### src/design/l4hec_pkg.sv
package l4hec_pkg;

  localparam int HDR_ADDR_W = 8;

  // Item modes
  localparam logic [1:0] MODE_LOAD = 2'd0;
  localparam logic [1:0] MODE_ADJ  = 2'd1;
  localparam logic [1:0] MODE_RAW  = 2'd2;
  localparam logic [1:0] MODE_READ = 2'd3;

  // Result status codes
  localparam logic [1:0] ST_OK      = 2'd0;
  localparam logic [1:0] ST_NOPROTO = 2'd1;
  localparam logic [1:0] ST_RANGE   = 2'd2;

  // IP versions and header sizes
  localparam logic [3:0] IP_VER4 = 4'd4;
  localparam logic [3:0] IP_VER6 = 4'd6;
  localparam logic [7:0] IP6_HDR_BYTES = 8'd40;

  // Protocol numbers and checksum offsets in the transport header
  localparam logic [7:0] PROTO_ICMP  = 8'd1;
  localparam logic [7:0] PROTO_TCP   = 8'd6;
  localparam logic [7:0] PROTO_UDP   = 8'd17;
  localparam logic [7:0] PROTO_ICMP6 = 8'd58;
  localparam logic [7:0] CS_OFF_UDP  = 8'd6;
  localparam logic [7:0] CS_OFF_TCP  = 8'd16;
  localparam logic [7:0] CS_OFF_ICMP = 8'd2;

  // Store bytes mirrored in registers for header decode
  localparam logic [7:0] ADDR_VER   = 8'd0;
  localparam logic [7:0] ADDR_NH6   = 8'd6;
  localparam logic [7:0] ADDR_PROTO = 8'd9;

  // Write source select
  localparam logic [1:0] WS_OFF   = 2'd0;
  localparam logic [1:0] WS_ADDR  = 2'd1;
  localparam logic [1:0] WS_CS_HI = 2'd2;
  localparam logic [1:0] WS_CS_LO = 2'd3;

  // Read address select
  localparam logic [1:0] RS_ADDR = 2'd0;
  localparam logic [1:0] RS_CA   = 2'd1;
  localparam logic [1:0] RS_CA1  = 2'd2;

  typedef struct packed {
    logic [1:0] mode;
    logic [6:0] byte_offset;
    logic [7:0] data_byte;
    logic       last_of_access;
  } item_t;

  typedef struct packed {
    logic [7:0] read_byte;
    logic [1:0] status;
    logic       access_done;
  } result_t;

  typedef struct packed {
    logic       take;
    logic       calc_en;
    logic       wr_en;
    logic [1:0] wr_sel;
    logic [1:0] rd_sel;
    logic       cap_old;
    logic       cap_hi;
    logic       sum1_en;
    logic       sum2_en;
    logic       cap_rb;
    logic       res_load;
  } cmd_t;

  typedef struct packed {
    logic [1:0] mode;
    logic       off_ok;
    logic       addr_ok;
    logic       cs_known;
    logic       cs_ok;
  } stat_t;

endpackage

### src/design/l4_header_edit_checksum_fixup.sv
// Loads, raw or unadjusted writes and out-of-range items go from decode straight to the
// result; reads add a store read, and a write with checksum update adds store reads, the
// checksum add and three store writes. A new item is accepted only after the result of
// the last one is loaded, while that result may still wait. The store has one read port and one write port.
// Reset: rst clears the controller, the output valid and the header decode bytes; the
// store itself is not cleared.
module l4_header_edit_checksum_fixup #(
  parameter int BUF_BYTES = 128
) (
  input  logic                clk,
  input  logic                rst,
  input  logic                item_valid,
  output logic                item_ready,
  input  l4hec_pkg::item_t    item,
  output logic                result_valid,
  input  logic                result_ready,
  output l4hec_pkg::result_t  result
);

  // Controller steps each transaction through decode, store reads, the
  // incremental checksum add and up to three store writes.
  l4hec_pkg::cmd_t  cmd;
  l4hec_pkg::stat_t stat;

  l4hec_ctrl u_ctrl (
    .clk          (clk),
    .rst          (rst),
    .item_valid   (item_valid),
    .item_ready   (item_ready),
    .result_valid (result_valid),
    .result_ready (result_ready),
    .stat         (stat),
    .cmd          (cmd)
  );

  // Datapath holds the header store, the decode mirrors and the result register.
  l4hec_dp #(
    .BUF_BYTES (BUF_BYTES)
  ) u_dp (
    .clk    (clk),
    .rst    (rst),
    .item   (item),
    .cmd    (cmd),
    .stat   (stat),
    .result (result)
  );

endmodule

### src/design/l4hec_ctrl.sv
module l4hec_ctrl (
  input  logic              clk,
  input  logic              rst,
  input  logic              item_valid,
  output logic              item_ready,
  output logic              result_valid,
  input  logic              result_ready,
  input  l4hec_pkg::stat_t  stat,
  output l4hec_pkg::cmd_t   cmd
);

  localparam logic [3:0] S_IDLE = 4'd0;
  localparam logic [3:0] S_CALC = 4'd1;
  localparam logic [3:0] S_DISP = 4'd2;
  localparam logic [3:0] S_RD0  = 4'd3;
  localparam logic [3:0] S_RD1  = 4'd4;
  localparam logic [3:0] S_RD2  = 4'd5;
  localparam logic [3:0] S_SUM  = 4'd6;
  localparam logic [3:0] S_WR0  = 4'd7;
  localparam logic [3:0] S_WR1  = 4'd8;
  localparam logic [3:0] S_WR2  = 4'd9;
  localparam logic [3:0] S_CAPR = 4'd10;
  localparam logic [3:0] S_FIN  = 4'd11;

  logic [3:0] state;
  logic [3:0] state_next;
  logic       result_valid_next;

  assign item_ready = (state == S_IDLE);

  always_comb begin
    state_next = state;
    cmd = '0;
    cmd.rd_sel = l4hec_pkg::RS_ADDR;
    cmd.wr_sel = l4hec_pkg::WS_ADDR;
    unique case (state)
      S_IDLE: begin
        if (item_valid) begin
          cmd.take = 1'b1;
          state_next = S_CALC;
        end
      end
      S_CALC: begin
        cmd.calc_en = 1'b1;
        state_next = S_DISP;
      end
      S_DISP: begin
        state_next = S_FIN;
        priority if (stat.mode == l4hec_pkg::MODE_LOAD) begin
          cmd.wr_en = stat.off_ok;
          cmd.wr_sel = l4hec_pkg::WS_OFF;
        end else if (!stat.addr_ok) begin
          state_next = S_FIN;
        end else if (stat.mode == l4hec_pkg::MODE_RAW) begin
          cmd.wr_en = 1'b1;
        end else if (stat.mode == l4hec_pkg::MODE_READ) begin
          state_next = S_RD0;
        end else if (!stat.cs_known) begin
          cmd.wr_en = 1'b1;
        end else if (stat.cs_ok) begin
          state_next = S_RD0;
        end
      end
      S_RD0: begin
        cmd.rd_sel = l4hec_pkg::RS_ADDR;
        state_next = (stat.mode == l4hec_pkg::MODE_READ) ? S_CAPR : S_RD1;
      end
      S_RD1: begin
        cmd.rd_sel = l4hec_pkg::RS_CA;
        cmd.cap_old = 1'b1;
        state_next = S_RD2;
      end
      S_RD2: begin
        cmd.rd_sel = l4hec_pkg::RS_CA1;
        cmd.cap_hi = 1'b1;
        state_next = S_SUM;
      end
      S_SUM: begin
        cmd.sum1_en = 1'b1;
        state_next = S_WR0;
      end
      S_WR0: begin
        cmd.wr_en = 1'b1;
        cmd.sum2_en = 1'b1;
        state_next = S_WR1;
      end
      S_WR1: begin
        cmd.wr_en = 1'b1;
        cmd.wr_sel = l4hec_pkg::WS_CS_HI;
        state_next = S_WR2;
      end
      S_WR2: begin
        cmd.wr_en = 1'b1;
        cmd.wr_sel = l4hec_pkg::WS_CS_LO;
        state_next = S_FIN;
      end
      S_CAPR: begin
        cmd.cap_rb = 1'b1;
        state_next = S_FIN;
      end
      S_FIN: begin
        // hold here until the output register is free
        if (!result_valid || result_ready) begin
          cmd.res_load = 1'b1;
          state_next = S_IDLE;
        end
      end
      default: begin
        state_next = S_IDLE;
      end
    endcase
  end

  always_comb begin
    result_valid_next = result_valid;
    if (cmd.res_load) begin
      result_valid_next = 1'b1;
    end else if (result_ready) begin
      result_valid_next = 1'b0;
    end
  end

  always_ff @(posedge clk) begin
    if (rst) begin
      state <= S_IDLE;
      result_valid <= 1'b0;
    end else begin
      state <= state_next;
      result_valid <= result_valid_next;
    end
  end

endmodule

### src/design/l4hec_dp.sv
module l4hec_dp #(
  parameter int BUF_BYTES = 128
) (
  input  logic                clk,
  input  logic                rst,
  input  l4hec_pkg::item_t    item,
  input  l4hec_pkg::cmd_t     cmd,
  output l4hec_pkg::stat_t    stat,
  output l4hec_pkg::result_t  result
);

  localparam int AW = $clog2(BUF_BYTES);
  localparam int HW = l4hec_pkg::HDR_ADDR_W;

  logic [7:0]    store [BUF_BYTES];
  logic [7:0]    mem_q;

  l4hec_pkg::item_t it;
  logic [7:0]    b0;
  logic [7:0]    b6;
  logic [7:0]    b9;

  // decode
  logic [HW-1:0] hlen;
  logic [7:0]    proto;
  logic [HW-1:0] coff;
  logic          known;
  logic [HW-1:0] addr_c;
  logic [HW-1:0] ca_c;
  logic          off_ok_c;
  logic          addr_ok_c;
  logic          cs_ok_c;
  logic [7:0]    rb_c;
  logic [1:0]    st_c;

  logic [HW-1:0] addr;
  logic [HW-1:0] ca;
  logic [7:0]    rb;
  logic [1:0]    st;

  logic [7:0]    old_byte;
  logic [7:0]    hc_hi;
  logic [15:0]   f1;
  logic [15:0]   csum;

  logic [15:0]   hc;
  logic [15:0]   m_old;
  logic [15:0]   m_new;
  logic [16:0]   s1;
  logic [15:0]   f1_c;
  logic [16:0]   s2;
  logic [15:0]   csum_c;

  logic [HW-1:0] wr_addr;
  logic [7:0]    wr_data;
  logic [HW-1:0] rd_addr;

  always_comb begin
    hlen = '0;
    proto = '0;
    if (b0[7:4] == l4hec_pkg::IP_VER4) begin
      hlen = {2'b00, b0[3:0], 2'b00};
      proto = b9;
    end else if (b0[7:4] == l4hec_pkg::IP_VER6) begin
      hlen = l4hec_pkg::IP6_HDR_BYTES;
      proto = b6;
    end
  end

  always_comb begin
    known = 1'b1;
    unique case (proto)
      l4hec_pkg::PROTO_UDP:   coff = l4hec_pkg::CS_OFF_UDP;
      l4hec_pkg::PROTO_TCP:   coff = l4hec_pkg::CS_OFF_TCP;
      l4hec_pkg::PROTO_ICMP,
      l4hec_pkg::PROTO_ICMP6: coff = l4hec_pkg::CS_OFF_ICMP;
      default: begin
        coff = '0;
        known = 1'b0;
      end
    endcase
  end

  assign addr_c    = hlen + {1'b0, it.byte_offset};
  assign ca_c      = hlen + coff;
  assign off_ok_c  = (32'(it.byte_offset) < BUF_BYTES);
  assign addr_ok_c = (32'(addr_c) < BUF_BYTES);
  assign cs_ok_c   = ((32'(ca_c) + 32'd1) < BUF_BYTES);

  // result for every case that needs no store read
  always_comb begin
    rb_c = it.data_byte;
    st_c = l4hec_pkg::ST_OK;
    if (it.mode == l4hec_pkg::MODE_LOAD) begin
      if (!off_ok_c) begin
        rb_c = '0;
        st_c = l4hec_pkg::ST_RANGE;
      end
    end else if (!addr_ok_c) begin
      rb_c = '0;
      st_c = l4hec_pkg::ST_RANGE;
    end else if (it.mode == l4hec_pkg::MODE_ADJ) begin
      if (!known) begin
        st_c = l4hec_pkg::ST_NOPROTO;
      end else if (!cs_ok_c) begin
        rb_c = '0;
        st_c = l4hec_pkg::ST_RANGE;
      end
    end
  end

  // RFC 1624: HC' = ~(~HC + ~m + m'), end-around carry after each add
  assign hc     = {hc_hi, mem_q};
  assign m_old  = it.byte_offset[0] ? {8'h00, old_byte} : {old_byte, 8'h00};
  assign m_new  = it.byte_offset[0] ? {8'h00, it.data_byte} : {it.data_byte, 8'h00};
  assign s1     = {1'b0, ~hc} + {1'b0, ~m_old};
  assign f1_c   = s1[15:0] + {15'd0, s1[16]};
  assign s2     = {1'b0, f1} + {1'b0, m_new};
  assign csum_c = ~(s2[15:0] + {15'd0, s2[16]});

  always_comb begin
    unique case (cmd.wr_sel)
      l4hec_pkg::WS_OFF: begin
        wr_addr = {1'b0, it.byte_offset};
        wr_data = it.data_byte;
      end
      l4hec_pkg::WS_ADDR: begin
        wr_addr = addr;
        wr_data = it.data_byte;
      end
      l4hec_pkg::WS_CS_HI: begin
        wr_addr = ca;
        wr_data = csum[15:8];
      end
      default: begin
        wr_addr = ca + HW'(1);
        wr_data = csum[7:0];
      end
    endcase
  end

  always_comb begin
    unique case (cmd.rd_sel)
      l4hec_pkg::RS_CA:  rd_addr = ca;
      l4hec_pkg::RS_CA1: rd_addr = ca + HW'(1);
      default:           rd_addr = addr;
    endcase
  end

  always_ff @(posedge clk) begin
    if (cmd.wr_en) begin
      store[AW'(wr_addr)] <= wr_data;
    end
    mem_q <= store[AW'(rd_addr)];
  end

  // mirror of the bytes that decode the IP header
  always_ff @(posedge clk) begin
    if (rst) begin
      b0 <= '0;
      b6 <= '0;
      b9 <= '0;
    end else if (cmd.wr_en) begin
      if (wr_addr == l4hec_pkg::ADDR_VER) begin
        b0 <= wr_data;
      end
      if (wr_addr == l4hec_pkg::ADDR_NH6) begin
        b6 <= wr_data;
      end
      if (wr_addr == l4hec_pkg::ADDR_PROTO) begin
        b9 <= wr_data;
      end
    end
  end

  always_ff @(posedge clk) begin
    if (cmd.take) begin
      it <= item;
    end
    if (cmd.calc_en) begin
      addr <= addr_c;
      ca <= ca_c;
      stat.mode <= it.mode;
      stat.off_ok <= off_ok_c;
      stat.addr_ok <= addr_ok_c;
      stat.cs_known <= known;
      stat.cs_ok <= cs_ok_c;
      rb <= rb_c;
      st <= st_c;
    end
    if (cmd.cap_old) begin
      old_byte <= mem_q;
    end
    if (cmd.cap_hi) begin
      hc_hi <= mem_q;
    end
    if (cmd.sum1_en) begin
      f1 <= f1_c;
    end
    if (cmd.sum2_en) begin
      csum <= csum_c;
      // the checksum is written last, so it wins on overlap
      if (addr == ca) begin
        rb <= csum_c[15:8];
      end else if (addr == ca + HW'(1)) begin
        rb <= csum_c[7:0];
      end
    end
    if (cmd.cap_rb) begin
      rb <= mem_q;
    end
    if (cmd.res_load) begin
      result.read_byte <= rb;
      result.status <= st;
      result.access_done <= it.last_of_access;
    end
  end

endmodule
### config.mk
export PLATFORM = sky130hd
export DESIGN_NAME = l4_header_edit_checksum_fixup
export DESIGN_NICKNAME = d
export VERILOG_FILES = /design/src/design/l4hec_pkg.sv /design/src/design/l4_header_edit_checksum_fixup.sv /design/src/design/l4hec_ctrl.sv /design/src/design/l4hec_dp.sv
export SDC_FILE = /design/constraint.sdc
export NUM_CORES = 2
export LEC_CHECK = 0
export BUFFER_PORTS_ARGS = -buffer_cell sky130_fd_sc_hd__buf_4
export CORE_MARGIN = 5
export CORE_UTILIZATION = 63
export DETAILED_ROUTE_END_ITERATION = 6
export GPL_ROUTABILITY_DRIVEN = 1
export PLACE_DENSITY = 0.87
export SLEW_MARGIN = 20
export SYNTH_ARGS = -nofsm -noshare
export SYNTH_HDL_FRONTEND = slang
export SYNTH_SLANG_ARGS = --single-unit
### constraint.sdc
create_clock -name clk -period 6.75 [get_ports clk]
set_clock_uncertainty 0.2 [all_clocks]
set_input_delay 1.35 -clock clk [delete_from_list [all_inputs] [get_ports clk]]
set_output_delay 1.35 -clock clk [all_outputs]
set_load 0.01 [all_outputs]
* After elaboration in Yosys (flattened, before gate mapping)
Memories as Yosys holds them, arrays and structs flattened. A register that Yosys moved wholly into a read port is not among the register bits.
Index checks and enable logic that the tools add are counted.
** Storage, ports and cells
- Flip-flop bits (word level) :: 136
- Memories :: 1
- Bits of input ports :: 22
- Output and inout bits :: 13
- Bits in writable memories :: 1024
- Logic and storage cells :: 147
** Operators by class
- Multiplexer cells :: 58
- Magnitude comparators :: 2
- Equality and inequality tests :: 30
- Bitwise logic cells :: 5
- Reduce and logical (&&, ||, !) cells :: 18
- Add/sub/neg operators :: 8
** Memory list
- u_dp.store :: depth 128, width 8, rd ports 1, clocked after Yosys merged registers in 1, write ports 1, RTL line l4hec_dp.sv:15 : logic [7:0] store [BUF_BYTES];
** Operators with widths (number)
- 2-to-1 mux 8 bit :: 12
- NOT 16 bit :: 3
- case mux 4 bit (11 select lines) :: 1
- 2-to-1 mux 4 bit :: 9
- adder 16 x 16 -> 17 bit :: 2
- adder 16 x 1 -> 16 bit :: 2
- less-than comparator 32 x 8 -> 1 bit (second input constant) :: 1
- 2-to-1 mux 16 bit :: 2
- == test 4 x 3 -> 1 bit (second input constant) :: 6
- case mux 8 bit (3 select lines) :: 1
- 2-to-1 mux 1 bit :: 21
- adder 7 x 1 -> 8 bit (second input constant) :: 2
- == test 4 bit (second input constant) :: 4
- == test 8 x 3 -> 1 bit (second input constant) :: 2
- case mux 8 bit (2 select lines) :: 1
- case mux 5 bit (3 select lines) :: 1
- case mux 7 bit (2 select lines) :: 1
- 2-to-1 mux 6 bit :: 2
- adder 6 x 7 -> 8 bit :: 1
- == test 2 bit (second input constant) :: 4
- == test 4 x 2 -> 1 bit (second input constant) :: 2
- == test 8 x 1 -> 1 bit (second input constant) :: 1
- == test 8 x 4 -> 1 bit (second input constant) :: 1
- == test 8 x 5 -> 1 bit (second input constant) :: 1
- other kinds (24) :: 38

* Logic depth before layout (Yosys ltp)
- Word-level depth :: 19
- Mapped depth :: 24
- Mapped depth without buffers :: 23

* Hierarchy
A second synthesis with hierarchy kept.
** Second synthesis, totals
- Cell total of the unflattened synthesis :: 3796
- Area total of the unflattened synthesis :: 49742.7 um^2
** Modules (own cells, without submodules)
- l4hec_dp :: sequential area each 34463.1 um^2, cells each 3731, area an instance 49287.3 um^2, times used 1
- l4hec_ctrl :: sequential area each 100.1 um^2, cells each 65, area an instance 455.4 um^2, times used 1

* Worst setup path after synthesis
Ideal clock, no wire load.
- Kind :: flip-flop to flip-flop
- From :: register u_ctrl.state[3]
- To :: memory u_dp.store[0][0] (data pin)
- Required time :: 5.638 ns
- Data arrival time :: 5.086 ns
- Period minus slack after synthesis :: 6.198 ns
- Setup slack :: 0.552 ns
- Path buffers :: 2
- Cell stages (with the launch flop) :: 7
- Setup time :: 0.912 ns
- Cell sequence :: dfxtp_1 -> inv_1 -> nor3_1 -> clkbuf_1 -> clkbuf_1 -> nor2_1 -> a21oi_1
** On the way
- Cells in the longest elaborated chain, start to end :: 5
- Elaborated cells between the ends (all ways) :: 9
- Classes of those cells :: 5 x eq/ne; 2 x mux; 2 x reduce/logical
** Ends and longest elaborated chain
- start, declared :: RTL line l4hec_ctrl.sv:25 : logic [3:0] state;
- start signal, assigned :: RTL line l4hec_ctrl.sv:128 : state <= state_next;
- == test 4 bit / == test 4 x 2 -> 1 bit (equally long branches) :: RTL line l4hec_ctrl.sv:36 : unique case (state)
- case mux 2 bit (3 select lines) (*) :: RTL line l4hec_ctrl.sv:36
- == test 2 x 1 -> 1 bit / zero test 2 bit (equally long branches) :: RTL line l4hec_dp.sv:122 : unique case (cmd.wr_sel)
- OR reduction 2 bit (no source line)
- case mux 8 bit (2 select lines) (*) :: RTL line l4hec_dp.sv:122
- named net u_dp.wr_data[0] :: RTL line l4hec_dp.sv:55 : logic [7:0] wr_data;
- end, declared :: RTL line l4hec_dp.sv:15
Mark *: on every way through the listed nets, which the timed path passes. The rest lies on a longest branch.

* Worst setup path in the final report
- From :: register u_ctrl.state[2]
- To :: register u_dp.mem_q[5] (read register of u_dp.store)
** On the way
- Cells in the longest elaborated chain, start to end :: 4
- Elaborated cells between the ends (all ways) :: 6
- Classes of those cells :: 4 x eq/ne; 2 x mux
** Ends and longest elaborated chain
- == test 4 x 3 -> 1 bit :: RTL line l4hec_ctrl.sv:36
- case mux 2 bit (2 select lines) (*) :: RTL line l4hec_ctrl.sv:36
- == test 2 bit / == test 2 x 1 -> 1 bit (equally long branches) :: RTL line l4hec_dp.sv:143 : unique case (cmd.rd_sel)
- case mux 7 bit (2 select lines) (*) :: RTL line l4hec_dp.sv:143
- end, declared :: RTL line l4hec_dp.sv:16 : logic [7:0] mem_q;
Mark *: on every way between the ends. The rest lies on a longest branch, timed or not.
A chain may end at the register's enable or synchronous reset.

==> out/results.tsv <==
stage	metric	value	unit
outcome	outcome	completed	
synth	netlist_top_cells_area	edfxtp_1, nand2_1, a311oi_1	
synth	avgSynthCellArea	12.3	um2
clock_network	cts_resized	0	
setup_path	worstPathArrival	6.13	ns
setup_path	path_cells	nand2b_1, or3_1, ha_1, nor2b_1, a31oi_4, buf_12, a311oi_1, a31oi_1, a211oi_1, a211oi_1, a211oi_1, a21o_1	
final_layout	finalNetCount	4034	
hold_path	min_delay_path_depth	0	
pwr	power_density	341	nW/um2
global_route	grt_pass1_wl	191000	um
final_layout	syn2layout_area_growth	10.4	%
synth	mappedNetlistArea	49300	um2
sta	setup_viol	0	
synth	synthCells	3997	
clock_network	cts_tree	built	
setup_path	worstSetupStartpointType	flop	
route	dr.first_iter.drc_count	5818	
floorplan	die_w	290	um
setup_path	r2r_slack	0.99	ns
sta	maxSlewViolCount	0	
synth	yosysTopAreaCell	edfxtp_1	
clock_network	cts_root_buf	clkbuf_16	
synth	synth_compound_area_share	7.82	%
floorplan	rows	102	
synth	yosysWarnings	0	
final_layout	drive_above_1_share	7.74	%
clock_network	worstSkewPairLatency	0.67	ns
global_route	grt_use_total	29.8	%
place	dp_worst_setup_slack	1.29	ns
clock_network	htreeDepth	3	
synth	synthMuxAreaShare	1.01	%
setup_path	r2r-start	u_ctrl.state[2]	
route	ant_nets	0	
route	vias	34100	
floorplan	die_h	290	um
setup_path	r2r-end	u_dp.mem_q[5]	
setup_path	worst_path_most_repeated_cell	a211oi_1	
synth	synth-xor-area-share	1.08	%
setup_path	required	7.12	ns
floorplan	initial_core_util	63.6	%
route	post_drt_wl_per_cell	25.1	um
sta	layout_setup_ws	0.989	ns
global_route	grt_max_degree	148	
clock_network	path_clk_slew	0.06	ns
setup_path	critPathSlowestCell	ha_1	
floorplan	fp.coreArea	77500	um2
place	place.gp.congestion	0.898	
global_route	antenna_found_initial	2	
synth	yosys_register_bits	1166	
sta	timing.final.crit_share	85.3	%
place	dpl.hpwl	72900	um
clock_network	cts_buffers	112	
place	io_buffers	34	
floorplan	num_io_pins	35	
synth	ys_async_sr_fraction	0	%
clock_network	postCtsSetupBuffers	0	
clock_network	clk_path_buf_depth	3	
synth	yosysUniqueCellTypes	73	
sta	fmax	0.174	GHz
route	drc_errors	0	
sta	worstMarginPinSlew	1.20	ns
global_route	grt_pass1_vias	33100	
global_route	grt-ovfl-total	0	
final_layout	fin_cells	5098	
synth	synth_fa_ha_area_share	1.29	%
synth	synth_top_family_by_area	simple AND/OR/NAND/NOR gates	
clock_network	cts_sinks	1166	
synth	yosysSeqAreaShare	70.1	%
setup_path	path_class	flop to flop	
run	cap_violations	0	
sta	rsz0062_at_grt	false	
pwr	power_leakage	18.9	nW
synth	synth_fp_nets	4068	
pwr	peakVddDrop	0.282	mV
hold_path	holdPathEnd	u_dp.result[1]	
hold_path	hp-start	u_dp.st[0]	
route	routed_via_density	6.70	
sta	tns	0	ns
place	dp_cells	4889	
setup_path	reg2reg_depth	12	
sta	finalCriticalPeriod	5.76	ns
sta	relSlewSlack	19.9	%
synth	synth-edff-count	1121	
floorplan	fp.dieArea	83900	um2
route	wl	128000	um
route	first_pass_iters	6	
synth	yosys.area_share.simple	16.2	%
synth	ys.flop_type	edfxtp_1	
setup_path	end_kind	flop	
hold_path	worstHoldPathType	flop to flop	
setup_path	max_stage_delay	0.86	ns
clock_network	holdBufCountCts	0	
sta	hold_violations	0	
final_layout	fin_util	70.3	%
synth	synth_top_area_share	68.3	%
setup_path	cp_max_fo	49	
layer usage:
metal	global-route usage [%]	vias up	share of wire, %
li1	-	14600	-
met1	38.9	16300	34
met2	48.7	2694	48
met3	6.07	503	12
met4	14.2	2	5.5
met5	0	-	0.010
synth_stat cells (3+ instances only):
master,count
edfxtp_1,1121
nand2_1,1100
nand3_1,283
nor2_1,206
a311oi_1,194
clkbuf_1,147
and3_1,138
a21oi_1,99
buf_2,73
a31oi_1,72
a211oi_1,63
inv_1,48
ha_1,46
mux2i_1,46
dfxtp_1,45
xnor2_1,35
buf_1,31
o21ai_0,31
nor2b_1,29
xor2_1,24
a21o_1,21
and2_1,17
nand2b_1,14
nand4_1,11
nor3_1,8
a22oi_1,7
nor3b_1,6
a22o_1,5
o211ai_1,5
nand3b_1,4
or3_1,4
a21boi_0,3
a221oi_1,3
fa_1,3
nand2_2,3
nor4_1,3
o21a_1,3
or2_2,3
kinds of logic (layout without fill, tap and decap cells):
| kind of cell | Yosys count | count (layout) |
|---|---|---|
| buf+inv | 300 | 358 |
| fa+ha+maj | 49 | 49 |
| flops | 1166 | 1166 |
| xor+xnor | 60 | 60 |
| simple gates | 1845 | 1845 |
| compound gates | 528 | 528 |
| other cells | 0 | 3 |
| mux | 49 | 49 |
metrics by stage:
stage | cell area, um2 | hold slack [ns] | power [mW]
after floorplan | 49300 | 0.200 | 11.0
after global placement | 50800 | 0.200 | 12.1
after detailed placement | 50800 | 0.212 | 12.3
after CTS | 54400 | 0.229 | 18.5
after global routing | 54400 | 0.239 | 19.1
final | 54400 | 0.225 | 18.6
flip-flops by register name (all words and copies together) (netlist names), 4 cells and up:
signal	flops
u_dp.mem_q	8
u_dp.stat	4
u_dp.store	1024
u_dp.hc_hi	8
u_dp.addr	8
u_dp.it	18
u_dp.b0	8
u_dp.ca	6
u_ctrl.state	4
u_dp.csum	16
u_dp.f1	16
u_dp.result	11
u_dp.old_byte	8
u_dp.rb	8
u_dp.b9	8
u_dp.b6	8
worst max path at each step:
stage	endpoint	from	cells past startpoint	slack (ns)
after detailed placement	u_dp.mem_q[7]	u_ctrl.state[2]	14	1.29
final	u_dp.mem_q[5]	u_ctrl.state[2]	12	0.99
after global placement	u_dp.mem_q[7]	u_ctrl.state[2]	14	1.53
after global routing	u_dp.rb[4]	u_dp.it[1]	23	0.56
after CTS	u_dp.rb[4]	u_dp.it[1]	23	1.11
after floorplan	u_dp.store[0][0]	u_ctrl.state[3]	6	0.55
critical path, delay by kind of cell (launching register included):
kind | cells | cell delay, ns
compound gates | 7 | 2.81
fa+ha+maj | 1 | 0.86
buf+inv | 1 | 0.33
flops | 1 | 0.61
simple gates | 3 | 0.79
cells in the final DEF (no fill, tap or decap), types with 5 or more instances in the layout:
master         n
bufinv_16     14
mux2i_1       46
a211oi_1      63
a31oi_1       68
a21oi_4        8
clkinv_1      24
clkbuf_16    113
buf_4         85
nand4_1       11
nand3_1      283
clkinvlp_4     6
clkbuf_1      15
nand2b_1      14
clkinv_2      24
edfxtp_1    1121
a22oi_1        7
o21ai_0       31
nor3b_1        6
a21o_1        21
a21oi_1       91
ha_1          46
buf_12        18
a22o_1         5
a311oi_1     194
nand2_1     1100
o211ai_1       5
nor3_1         6
dfxtp_1       45
and3_1       138
xnor2_1       35
nor2b_1       29
xor2_1        24
nor2_1       206
and2_1        17
inv_1         48
power by group:
part / internal [mW] / leakage (nW) / switching, mW
Sequential: 8.50 / 10.4 / 0.165
Combinational: 0.988 / 6.67 / 2.65
Clock: 3.60 / 1.79 / 2.68
final cells by class:
cell class / instances / area [um2]
inverters: 48 / 180
clock buffers: 128 / 2880
diodes: 3 / 7.51
multi-input cells: 2531 / 13700
flip-flops and latches: 1166 / 34600
repair buffers: 104 / 1010
fillers: 4733 / 23000
clock inverters: 78 / 779
well taps: 1040 / 1300
No activity file was read; power rests on OpenSTA's default activity.
